<file path="config.mk">
export PLATFORM = sky130hd
export DESIGN_NAME = branch_direction_predictor_core
export DESIGN_NICKNAME = d
export VERILOG_FILES = /design/src/hdl/bdp_pkg.sv /design/src/hdl/bdp_ram.sv /design/src/hdl/bdp_index.sv /design/src/hdl/bdp_entry_update.sv /design/src/hdl/branch_direction_predictor_core.sv
export SDC_FILE = /design/constraint.sdc
export NUM_CORES = 1
export LEC_CHECK = 0
export BUFFER_PORTS_ARGS = -buffer_cell sky130_fd_sc_hd__buf_2
export CAP_MARGIN = 20
export CORE_ASPECT_RATIO = 1.5
export CORE_MARGIN = 8
export CORE_UTILIZATION = 55
export CTS_CLUSTER_DIAMETER = 30
export DETAILED_ROUTE_END_ITERATION = 7
export PLACE_DENSITY = 0.79
export SLEW_MARGIN = 20
export SYNTH_ARGS = -nofsm -noshare
export SYNTH_HDL_FRONTEND = slang
export SYNTH_SLANG_ARGS = --single-unit
</file>
<file path="constraint.sdc">
create_clock -name i_clk -period 4 [get_ports i_clk]
set_input_delay 0.8 -clock i_clk [delete_from_list [all_inputs] [get_ports i_clk]]
set_output_delay 0.8 -clock i_clk [all_outputs]
set_load 0.01 [all_outputs]
</file>
<file path="src/hdl/bdp_pkg.sv">
// Shared types and constants for the branch direction predictor.
// No dependencies; imported by every module of the block but bdp_ram.
package bdp_pkg;

    // Field widths fixed by the item format.
    localparam int ADDR_W = 32;
    localparam int CNT_W  = 32;

    // Low address bits dropped before indexing (word-aligned instructions).
    localparam int IDX_SHIFT = 2;

    // The shifted address is folded in chunks of this many bits.
    localparam int CHUNK_W    = 5;
    localparam int NUM_CHUNKS = (ADDR_W - IDX_SHIFT) / CHUNK_W;

    // Operation codes.
    localparam logic OP_PREDICT = 1'b0;
    localparam logic OP_UPDATE  = 1'b1;

    // Saturation value for the counters.
    localparam logic [CNT_W-1:0] CNT_MAX = {CNT_W{1'b1}};

    // Control part of an item as it moves down the pipeline.
    typedef struct packed {
        logic op;
        logic taken;
    } t_item;

    // One table entry: direction and hysteresis.
    typedef struct packed {
        logic dir;
        logic hyst;
    } t_entry;

endpackage

</file>
<file path="src/hdl/bdp_ram.sv">
// Generic single-write, single-read RAM with registered read data.
// No dependencies.
module bdp_ram #(
    parameter int WIDTH = 2,
    parameter int DEPTH = 32
) (
    input  logic                     i_clk,
    input  logic                     i_we,
    input  logic [$clog2(DEPTH)-1:0] i_waddr,
    input  logic [WIDTH-1:0]         i_wdata,
    input  logic                     i_re,
    input  logic [$clog2(DEPTH)-1:0] i_raddr,
    output logic [WIDTH-1:0]         o_rdata
);

    logic [WIDTH-1:0] r_mem [DEPTH];
    logic [WIDTH-1:0] r_rdata;

    // Write port.
    always_ff @(posedge i_clk) begin
        if (i_we) begin
            r_mem[i_waddr] <= i_wdata;
        end
    end

    // Registered read port; returns old data on a same-address write.
    always_ff @(posedge i_clk) begin
        if (i_re) begin
            r_rdata <= r_mem[i_raddr];
        end
    end

    assign o_rdata = r_rdata;

endmodule

</file>
<file path="src/hdl/bdp_index.sv">
// Two-stage index unit: reduces (address >> 2) modulo the table size.
// Depends on bdp_pkg.
module bdp_index #(
    parameter int TABLE_ENTRIES = 32
) (
    input  logic                             i_clk,
    input  logic                             i_rst_n,
    input  logic                             i_en,
    input  logic                             i_valid,
    input  bdp_pkg::t_item                   i_item,
    input  logic [bdp_pkg::ADDR_W-1:0]       i_address,
    output logic                             o_valid,
    output bdp_pkg::t_item                   o_item,
    output logic [$clog2(TABLE_ENTRIES)-1:0] o_index
);

    import bdp_pkg::*;

    localparam int IDX_W     = $clog2(TABLE_ENTRIES);
    localparam int KEY_W     = ADDR_W - IDX_SHIFT;
    localparam int CHUNK_N   = 1 << CHUNK_W;
    localparam int SUM_W     = $clog2(NUM_CHUNKS * TABLE_ENTRIES);
    localparam int RED_STEPS = $clog2(NUM_CHUNKS);

    // Modular add of two residues, both below the table size.
    function automatic int add_mod(int a, int b);
        int s;
        s = a + b;
        if (s >= TABLE_ENTRIES) begin
            s = s - TABLE_ENTRIES;
        end
        return s;
    endfunction

    // Residue of 2**e modulo the table size, by repeated doubling.
    function automatic int pow2_mod(int e);
        int r;
        r = 1;
        for (int j = 0; j < e; j++) begin
            r = add_mod(r, r);
        end
        return r;
    endfunction

    // Residue of chunk value v placed at chunk position k.
    function automatic int chunk_res(int k, int v);
        int base;
        int res;
        base = pow2_mod(CHUNK_W * k);
        res  = 0;
        for (int b = 0; b < CHUNK_W; b++) begin
            if (((v >> b) & 1) != 0) begin
                res = add_mod(res, base);
            end
            base = add_mod(base, base);
        end
        return res;
    endfunction

    logic [KEY_W-1:0] w_key;
    logic [IDX_W-1:0] w_tbl [NUM_CHUNKS][CHUNK_N];
    logic [SUM_W-1:0] w_sum;
    logic [SUM_W-1:0] w_red;

    logic             r_s1_valid;
    t_item            r_s1_item;
    logic [SUM_W-1:0] r_s1_sum;
    logic             r_s2_valid;
    t_item            r_s2_item;
    logic [IDX_W-1:0] r_s2_index;

    assign w_key = i_address[ADDR_W-1:IDX_SHIFT];

    // Constant residue tables, one per address chunk.
    for (genvar k = 0; k < NUM_CHUNKS; k++) begin : g_chunk
        for (genvar v = 0; v < CHUNK_N; v++) begin : g_val
            assign w_tbl[k][v] = IDX_W'(chunk_res(k, v));
        end
    end

    // Sum of the chunk residues; stays below NUM_CHUNKS times the table size.
    always_comb begin
        w_sum = '0;
        for (int k = 0; k < NUM_CHUNKS; k++) begin
            w_sum = w_sum + SUM_W'(w_tbl[k][w_key[k*CHUNK_W +: CHUNK_W]]);
        end
    end

    // Final reduction by conditional subtraction of shifted table sizes.
    always_comb begin
        w_red = r_s1_sum;
        for (int j = RED_STEPS - 1; j >= 0; j--) begin
            if (w_red >= SUM_W'(TABLE_ENTRIES << j)) begin
                w_red = w_red - SUM_W'(TABLE_ENTRIES << j);
            end
        end
    end

    // Stage valids.
    always_ff @(posedge i_clk) begin
        if (!i_rst_n) begin
            r_s1_valid <= 1'b0;
            r_s2_valid <= 1'b0;
        end else if (i_en) begin
            r_s1_valid <= i_valid;
            r_s2_valid <= r_s1_valid;
        end
    end

    // Stage payload.
    always_ff @(posedge i_clk) begin
        if (i_en) begin
            r_s1_item  <= i_item;
            r_s1_sum   <= w_sum;
            r_s2_item  <= r_s1_item;
            r_s2_index <= w_red[IDX_W-1:0];
        end
    end

    assign o_valid = r_s2_valid;
    assign o_item  = r_s2_item;
    assign o_index = r_s2_index;

endmodule

</file>
<file path="src/hdl/bdp_entry_update.sv">
// Next-state logic of one predictor entry with hysteresis.
// Depends on bdp_pkg.
module bdp_entry_update (
    input  bdp_pkg::t_entry i_entry,
    input  logic            i_taken,
    output bdp_pkg::t_entry o_entry,
    output logic            o_hit
);

    import bdp_pkg::*;

    // A hit clears hysteresis, a first miss sets it, a second miss flips direction.
    always_comb begin
        o_hit = (i_entry.dir == i_taken);
        if (o_hit) begin
            o_entry.dir  = i_entry.dir;
            o_entry.hyst = 1'b0;
        end else if (i_entry.hyst) begin
            o_entry.dir  = i_taken;
            o_entry.hyst = 1'b0;
        end else begin
            o_entry.dir  = i_entry.dir;
            o_entry.hyst = 1'b1;
        end
    end

endmodule

</file>
<file path="src/hdl/branch_direction_predictor_core.sv">
// Top level of the two-bit branch direction predictor with hysteresis.
// Depends on bdp_pkg, bdp_ram, bdp_index and bdp_entry_update.
//
// Usage:
// - Input channel (i_valid / o_ready) carries i_op, i_address and i_taken.
//   i_op selects a predict lookup or an update with the resolved outcome.
// - Output channel (o_valid / i_ready) returns one result beat per input
//   beat, in order: the entry's direction before any update and the
//   saturating update and correct-prediction counts after the item.
// - Items pass two index stages, stage 3 and the output register. One item
//   per cycle unless the receiver stalls; the table read-modify-write is one
//   RAM read port and one write port with a bypass of the last written entry.
// - After reset the table is cleared one entry per cycle, with o_ready low;
//   the counters reset to zero at once.
// - When the receiver stalls, the whole pipeline holds and o_ready drops
//   while a result is waiting to be taken.
module branch_direction_predictor_core #(
    parameter int TABLE_ENTRIES = 32
) (
    input  logic                       i_clk,
    input  logic                       i_rst_n,
    input  logic                       i_valid,
    output logic                       o_ready,
    input  logic                       i_op,
    input  logic [bdp_pkg::ADDR_W-1:0] i_address,
    input  logic                       i_taken,
    output logic                       o_valid,
    input  logic                       i_ready,
    output logic                       o_prediction,
    output logic [bdp_pkg::CNT_W-1:0]  o_total_count,
    output logic [bdp_pkg::CNT_W-1:0]  o_correct_count
);

    import bdp_pkg::*;

    localparam int IDX_W   = $clog2(TABLE_ENTRIES);
    localparam int ENTRY_W = $bits(t_entry);

    logic             w_en;
    t_item            w_in_item;
    logic             w_s2_valid;
    t_item            w_s2_item;
    logic [IDX_W-1:0] w_s2_index;
    t_entry           w_rdata;
    t_entry           w_entry;
    t_entry           w_next_entry;
    logic             w_hit;
    logic             w_upd;
    logic             w_we;
    logic [IDX_W-1:0] w_waddr;
    t_entry           w_wdata;

    logic             r_clr_busy;
    logic [IDX_W-1:0] r_clr_addr;
    logic             r_s3_valid;
    t_item            r_s3_item;
    logic [IDX_W-1:0] r_s3_index;
    logic             r_fwd_valid;
    logic [IDX_W-1:0] r_fwd_index;
    t_entry           r_fwd_entry;
    logic [CNT_W-1:0] r_total;
    logic [CNT_W-1:0] r_correct;
    logic [CNT_W-1:0] n_total;
    logic [CNT_W-1:0] n_correct;
    logic             r_o_valid;
    logic             r_o_prediction;
    logic [CNT_W-1:0] r_o_total;
    logic [CNT_W-1:0] r_o_correct;

    // The pipeline advances whenever the output register is free or drains.
    assign w_en      = !r_o_valid || i_ready;
    assign o_ready   = w_en && !r_clr_busy;
    assign w_in_item = '{op: i_op, taken: i_taken};

    bdp_index #(
        .TABLE_ENTRIES(TABLE_ENTRIES)
    ) u_index (
        .i_clk    (i_clk),
        .i_rst_n  (i_rst_n),
        .i_en     (w_en),
        .i_valid  (i_valid && o_ready),
        .i_item   (w_in_item),
        .i_address(i_address),
        .o_valid  (w_s2_valid),
        .o_item   (w_s2_item),
        .o_index  (w_s2_index)
    );

    // Clearing sweep after reset.
    always_ff @(posedge i_clk) begin
        if (!i_rst_n) begin
            r_clr_busy <= 1'b1;
            r_clr_addr <= '0;
        end else if (r_clr_busy) begin
            r_clr_addr <= r_clr_addr + 1'b1;
            if (r_clr_addr == IDX_W'(TABLE_ENTRIES - 1)) begin
                r_clr_busy <= 1'b0;
            end
        end
    end

    // Table write: the sweep has priority, otherwise the update in stage 3.
    assign w_upd   = r_s3_valid && (r_s3_item.op == OP_UPDATE);
    assign w_we    = r_clr_busy || (w_en && w_upd);
    assign w_waddr = r_clr_busy ? r_clr_addr : r_s3_index;
    assign w_wdata = r_clr_busy ? t_entry'('0) : w_next_entry;

    bdp_ram #(
        .WIDTH(ENTRY_W),
        .DEPTH(TABLE_ENTRIES)
    ) u_table (
        .i_clk  (i_clk),
        .i_we   (w_we),
        .i_waddr(w_waddr),
        .i_wdata(w_wdata),
        .i_re   (w_en),
        .i_raddr(w_s2_index),
        .o_rdata(w_rdata)
    );

    // Stage 3 registers, aligned with the RAM read data.
    always_ff @(posedge i_clk) begin
        if (!i_rst_n) begin
            r_s3_valid <= 1'b0;
        end else if (w_en) begin
            r_s3_valid <= w_s2_valid;
        end
    end

    always_ff @(posedge i_clk) begin
        if (w_en) begin
            r_s3_item  <= w_s2_item;
            r_s3_index <= w_s2_index;
        end
    end

    // Bypass of the most recent table update, which the read may have missed.
    always_ff @(posedge i_clk) begin
        if (!i_rst_n) begin
            r_fwd_valid <= 1'b0;
        end else if (w_en && w_upd && !r_clr_busy) begin
            r_fwd_valid <= 1'b1;
        end
    end

    always_ff @(posedge i_clk) begin
        if (w_en && w_upd && !r_clr_busy) begin
            r_fwd_index <= r_s3_index;
            r_fwd_entry <= w_next_entry;
        end
    end

    assign w_entry = (r_fwd_valid && (r_fwd_index == r_s3_index)) ? r_fwd_entry : w_rdata;

    bdp_entry_update u_update (
        .i_entry(w_entry),
        .i_taken(r_s3_item.taken),
        .o_entry(w_next_entry),
        .o_hit  (w_hit)
    );

    // Saturating counters.
    always_comb begin
        n_total   = r_total;
        n_correct = r_correct;
        if (w_upd) begin
            if (r_total != CNT_MAX) begin
                n_total = r_total + 1'b1;
            end
            if (w_hit && (r_correct != CNT_MAX)) begin
                n_correct = r_correct + 1'b1;
            end
        end
    end

    always_ff @(posedge i_clk) begin
        if (!i_rst_n) begin
            r_total   <= '0;
            r_correct <= '0;
        end else if (w_en) begin
            r_total   <= n_total;
            r_correct <= n_correct;
        end
    end

    // Output register.
    always_ff @(posedge i_clk) begin
        if (!i_rst_n) begin
            r_o_valid <= 1'b0;
        end else if (w_en) begin
            r_o_valid <= r_s3_valid;
        end
    end

    always_ff @(posedge i_clk) begin
        if (w_en && r_s3_valid) begin
            r_o_prediction <= w_entry.dir;
            r_o_total      <= n_total;
            r_o_correct    <= n_correct;
        end
    end

    assign o_valid         = r_o_valid;
    assign o_prediction    = r_o_prediction;
    assign o_total_count   = r_o_total;
    assign o_correct_count = r_o_correct;

endmodule

</file>
After elaboration in Yosys (flattened, before gate mapping)
Memory sizes are Yosys's and may differ from the RTL's. A register that Yosys moved wholly into a read port is not among the register bits.
Index checks and enable logic that the tools add are counted.
W data, S select, Z words.
{"block": "word_totals", "elab_cells": 102, "mem_count": 7, "ram_bits": 64, "output_inout_bits": 67, "reg_bits": 171, "rom_bits": 960}
{"block": "classes", "n_eq_ne": 5, "n_mux": 28, "reduce_logical": 12, "n_bitwise": 6, "magnitude_cmp": 9, "addsub": 11}
{"name": "(no name shown)", "words": 32, "width": 5, "read_ports": 1, "rd_clocked_by_memory_dff": 0, "wr": 0, "line_no": "bdp_index.sv:85", "text": "w_sum = w_sum + SUM_W'(w_tbl[k][w_key[k*CHUNK_W +: CHUNK_W]]);"}
{"name": "(no name shown)", "words": 32, "width": 5, "read_ports": 1, "rd_clocked_by_memory_dff": 0, "wr": 0, "line_no": "bdp_index.sv:85"}
{"name": "(no name shown)", "words": 32, "width": 5, "read_ports": 1, "rd_clocked_by_memory_dff": 0, "wr": 0, "line_no": "bdp_index.sv:85"}
{"name": "(no name shown)", "words": 32, "width": 5, "read_ports": 1, "rd_clocked_by_memory_dff": 0, "wr": 0, "line_no": "bdp_index.sv:85"}
{"name": "(no name shown)", "words": 32, "width": 5, "read_ports": 1, "rd_clocked_by_memory_dff": 0, "wr": 0, "line_no": "bdp_index.sv:85"}
{"name": "(no name shown)", "words": 32, "width": 5, "read_ports": 1, "rd_clocked_by_memory_dff": 0, "wr": 0, "line_no": "bdp_index.sv:85"}
{"name": "1 more memories"}
{"operator": "$mux W32", "count": 4}
{"operator": "$mux W5", "count": 14}
{"operator": "$add A32 B1 Y32 const B", "count": 2}
{"operator": "$ne A32 B32 Y1 const B", "count": 2}
{"operator": "$ge A6 B6 Y1 const B", "count": 6}
{"operator": "$not A5 Y6", "count": 6}
{"operator": "$add A8 B5 Y8", "count": 4}
{"operator": "$mux W8", "count": 2}
{"operator": "$ge A8 B6 Y1 const B", "count": 1}
{"operator": "$ge A8 B7 Y1 const B", "count": 1}
{"operator": "$ge A8 B8 Y1 const B", "count": 1}
{"operator": "$logic_and A1 B1 Y1", "count": 8}
{"operator": "$mux W2", "count": 4}
{"operator": "$sub A8 B7 Y8 const B", "count": 1}
{"operator": "$sub A8 B8 Y8 const B", "count": 1}
{"operator": "$add A5 B5 Y6", "count": 1}
{"operator": "$add A5 B1 Y5 const B", "count": 1}
{"operator": "$eq A5 B5 Y1", "count": 1}
{"operator": "$eq A5 B5 Y1 const B", "count": 1}
{"operator": "$sub A5 B1 Y5 const B", "count": 1}
{"operator": "$mux W1", "count": 4}
{"operator": "$logic_not A1 Y1", "count": 2}
{"operator": "$logic_or A1 B1 Y1", "count": 2}
{"operator": "$eq A1 B1 Y1", "count": 1}

Longest topological paths before layout
{"block": "logic_depth", "word_depth": 9, "depth_mapped": 9, "mapped_depth_nobuf": 7}

Cells and area by module
A second synthesis with hierarchy kept.
{"block": "hier_totals", "hier_cells": 946, "area_unflattened_um2": 10812.9}
{"module": "branch_direction_predictor_core", "area_per_inst_um2": 7489.7, "cells_each": 738, "instances": 1, "seq_area_each_um2": 3833.7}
{"module": "bdp_ram", "area_per_inst_um2": 2802.7, "cells_each": 185, "instances": 1, "seq_area_each_um2": 1981.9}
{"module": "bdp_index", "area_per_inst_um2": 493.0, "cells_each": 20, "instances": 1, "seq_area_each_um2": 460.4}
{"module": "bdp_entry_update", "area_per_inst_um2": 27.5, "cells_each": 3, "instances": 1, "seq_area_each_um2": 0.0}

Least setup slack after synthesis
Ideal clock, no wire load.
{"block": "synth_timing", "kind": "input to register", "from": "input i_ready", "to": "register r_o_correct[0], in the netlist o_correct_count[0] (enable)", "t_required_ns": 3.570, "path_slack_ns": 0.354, "stages": 4, "setup_ns": 0.430, "path_buffers": 1, "arrival_ns": 3.216, "cell_sequence": "nor2b_1 -> clkbuf_1 -> inv_1 -> and2_1"}
{"block": "synth_between", "elab_chain_cells": 2}
{"item": "start, declared", "line_no": "branch_direction_predictor_core.sv:28", "text": "input logic i_ready,"}
{"item": "$logic_or A1 B1 Y1", "line_no": "branch_direction_predictor_core.sv:71", "text": "assign w_en = !r_o_valid || i_ready;"}
{"item": "$logic_and A1 B1 Y1", "line_no": "branch_direction_predictor_core.sv:196", "text": "if (w_en && r_s3_valid) begin"}
{"item": "end signal, assigned", "line_no": "branch_direction_predictor_core.sv:199", "text": "r_o_correct <= n_correct;"}
{"item": "end, declared", "line_no": "branch_direction_predictor_core.sv:68", "text": "logic [CNT_W-1:0] r_o_correct;"}
Every way passes these cells.
A chain may end at the register's enable or synchronous reset.

Worst setup path in the final report
{"block": "layout_timing", "from": "register r_total[0]", "to": "register r_o_total[17], in the netlist o_total_count[17], data pin"}
{"block": "layout_between", "elab_chain_cells": 3}
{"item": "start, declared", "line_no": "branch_direction_predictor_core.sv:61", "text": "logic [CNT_W-1:0] r_total;"}
{"item": "start signal, assigned", "line_no": "branch_direction_predictor_core.sv:181", "text": "r_total <= n_total;"}
{"item": "$add A32 B1 Y32 / $ne A32 B32 Y1 (equally long branches)", "line_no": "branch_direction_predictor_core.sv:168, branch_direction_predictor_core.sv:167"}
{"item": "$mux W32 (*)", "line_no": "branch_direction_predictor_core.sv:167", "text": "if (r_total != CNT_MAX) begin"}
{"item": "$mux W32 (*)", "line_no": "branch_direction_predictor_core.sv:166", "text": "if (w_upd) begin"}
{"item": "named net n_total[17]", "line_no": "branch_direction_predictor_core.sv:63", "text": "logic [CNT_W-1:0] n_total;"}
{"item": "end signal, assigned", "line_no": "branch_direction_predictor_core.sv:198", "text": "r_o_total <= n_total;"}
{"item": "end, declared", "line_no": "branch_direction_predictor_core.sv:67", "text": "logic [CNT_W-1:0] r_o_total;"}
The timed path passes the listed nets; every way through them passes the cells marked *.

==> run metrics <==
CTS resizes 0; Setup violations, final 0; share of cells above drive strength 1 18.5%; biggest area consumer among synthesized cells edfxtp_1; I/O Buffers 77; VDD IR max 552 uV; Fin Setup TNS 0 ns; Synth area leaders edfxtp_1, dfxtp_1, mux4_2, xnor2_1, xor2_1; dpl hpwl 14300 um; Clock transition at path regs 0.05 ns; mapped cell area 10700 um2; required time of the critical path 4.24 ns; initial antenna violation count 0; fin crit period 3.09 ns; fin crit share 77.2%; yosys warns 0; vias in the first global route 7104; synthesis-stage register bit count 234; GRT Residual Overflow 0; r2r startpoint r_total[0]; register area 6280 um2; die width 130 um; hold bufs inserted after CTS 0; I/O pin cnt 105; footprint of the multi-input gates 4170 um2; dpl ws 0.940 ns; CTS tree done; H-tree depth 2; CP endpoint kind flop; Slew headroom 37.8%; fin util 65.4%; Slew Limit Fails 0; Avg Inst Size Synth 11.9 um2; Initial Util 55.9%; PwrDens 460 nW/um2; first-pass GRT wire length 35600 um; net count after synthesis 937; Routed WL per cell 17.5 um; Post-Route Skew 0.0171 ns; most common cell in the netlist edfxtp_1; top cells by count, synth edfxtp_1, nand2_1, dfxtp_1; CTS root buf clkbuf_16; fmax 324 MHz; Post-synth EDFFs 159; area delta synth->final 16.9%; final WL 22000 um; Sink Count 234; Design Power 5.75 mW; 1st-iter DRT viols 509; vias post-DR 7229; Pleak 4.78 nW; gate count of the mapped netlist 895; crit path from r_total[0]; MaxCap Viol Count 0; Final GP Congestion 0.806; worst-skew pair later-pin latency 0.51 ns; ys flop type edfxtp_1; register area share after synthesis 58.8%; Least-Margin Pin Slew 0.932 ns; post-route ant nets 0; post-CTS setup buffer count 0; ANT cells 0; Longest Clk Path Bufs 3; top-area cell type share of the netlist area 44.7%; DIE HEIGHT 187 um; Filler cells 1453; core area 19100 um2; drt first pass iters 5; setup ws final 0.913 ns; final net count 1020; worst hold start u_index.r_s1_sum[2]; GRT Overall Usage 18.4%; crit path max fanout 13; RSZ-0062 raised after global routing no; total die area 24200 um2; largest net degree at the start of global routing 66; Data arrival, critical path 3.33 ns; worst min path class reg2reg; asr flop ratio synth 0%; CP startpoint kind flop; status completed; TritonCTS buffer count 36; DR vias/cell 5.73; Fin. Hold Viols 0; WS Path Type reg2reg; DRC 0; post-synth cell types 56; row count 62
-- sequential cells by signal (all words and copies together), names as in the netlist, 5 cells and up --
signal	cells
r_s3_index	5
u_table.r_mem	64
u_index.r_s1_sum	5
r_clr_addr	5
o_total_count	32
o_correct_count	32
r_fwd_index	5
r_correct	32
r_total	32
u_index.o_index	5
-- per-stage QoR --
step	std cells	hold slack (ns)	cell area (um2)
after global routing	1261	0.420	12500
after floorplan	895	0.400	10700
after detailed placement	1196	0.405	11300
final	1261	0.416	12500
after global placement	1196	0.401	11300
after CTS	1261	0.417	12500
-- routing by layer --
metal | vias to the layer above | routed length, um | track usage [%]
met2 | 188 | 11900 | 33.3
met1 | 3531 | 8230 | 20.1
met5 | - | 0 | 0
li1 | 3451 | - | -
met4 | 0 | 799 | 8.88
met3 | 59 | 1090 | 3.22
-- critical path, stage by stage, from the launching register on --
cell and delay, ns:
dfxtp_1 0.46, ha_1 0.24, nand3_1 0.21, nor4_2 0.52
nand4_1 0.50, and2_1 0.50, and3_1 0.26, xor2_1 0.15
-- logic make-up after synthesis --
logic type | count (synthesis) | synth area share, %
AND/OR/NAND/NOR | 403 | 20.0
flip-flops | 234 | 58.8
XOR/XNOR | 89 | 7.30
buffers and inverters | 56 | 2.18
multiplexers | 55 | 7.56
AO/OA/AOI/OAI | 54 | 3.73
adder cells (fa/ha/maj) | 4 | 0.469
-- final timing paths --
| path | to | depth (start not counted) | slack (ns) |
|---|---|---|---|
| worst max-delay path | o_total_count[17] | 7 | 0.91 |
| worst min-delay path | u_index.o_index[2] | 0 | 0.42 |
| worst max register to register | o_total_count[17] | 7 | 0.91 |
| worst min register to register | u_index.o_index[2] | 0 | 0.42 |
-- area by class of cell --
type	count	share of cell area, %
repair buffers	92	4.01
inverters	9	0.271
well taps	256	2.57
clock inverters	25	2.11
clock buffers	40	7.34
multi-input cells	605	33.4
flip-flops and latches	234	50.3
-- power by group --
part           internal (mW)  switching [mW]  total (mW)
Sequential              2.59          0.0208        2.61
Combinational         0.0480          0.0801       0.128
Clock                   1.88            1.13        3.01
-- layout by cell type, fill, tap and decap left out, drive strengths merged, types with 4 or more instances in the layout --
| cell type | instances |
|---|---|
| edfxtp | 159 |
| buf | 92 |
| nand2 | 90 |
| dfxtp | 75 |
| nor2 | 70 |
| xnor2 | 46 |
| xor2 | 43 |
| nand3 | 41 |
| clkbuf | 40 |
| and2 | 33 |
| nand2b | 32 |
| mux2i | 30 |
| nand4 | 27 |
| nor4 | 27 |
| mux4 | 20 |
| nor3 | 19 |
| inv | 18 |
| and3 | 15 |
| a21boi | 13 |
| o31ai | 12 |
| or4 | 10 |
| nor3b | 10 |
| clkinv | 10 |
| nor2b | 7 |
| o211ai | 6 |
| or3 | 6 |
| mux2 | 5 |
| nor4b | 5 |
| o21ai | 5 |
| o21a | 4 |
| ha | 4 |
Note: power is estimated with default switching activity, not from simulation.
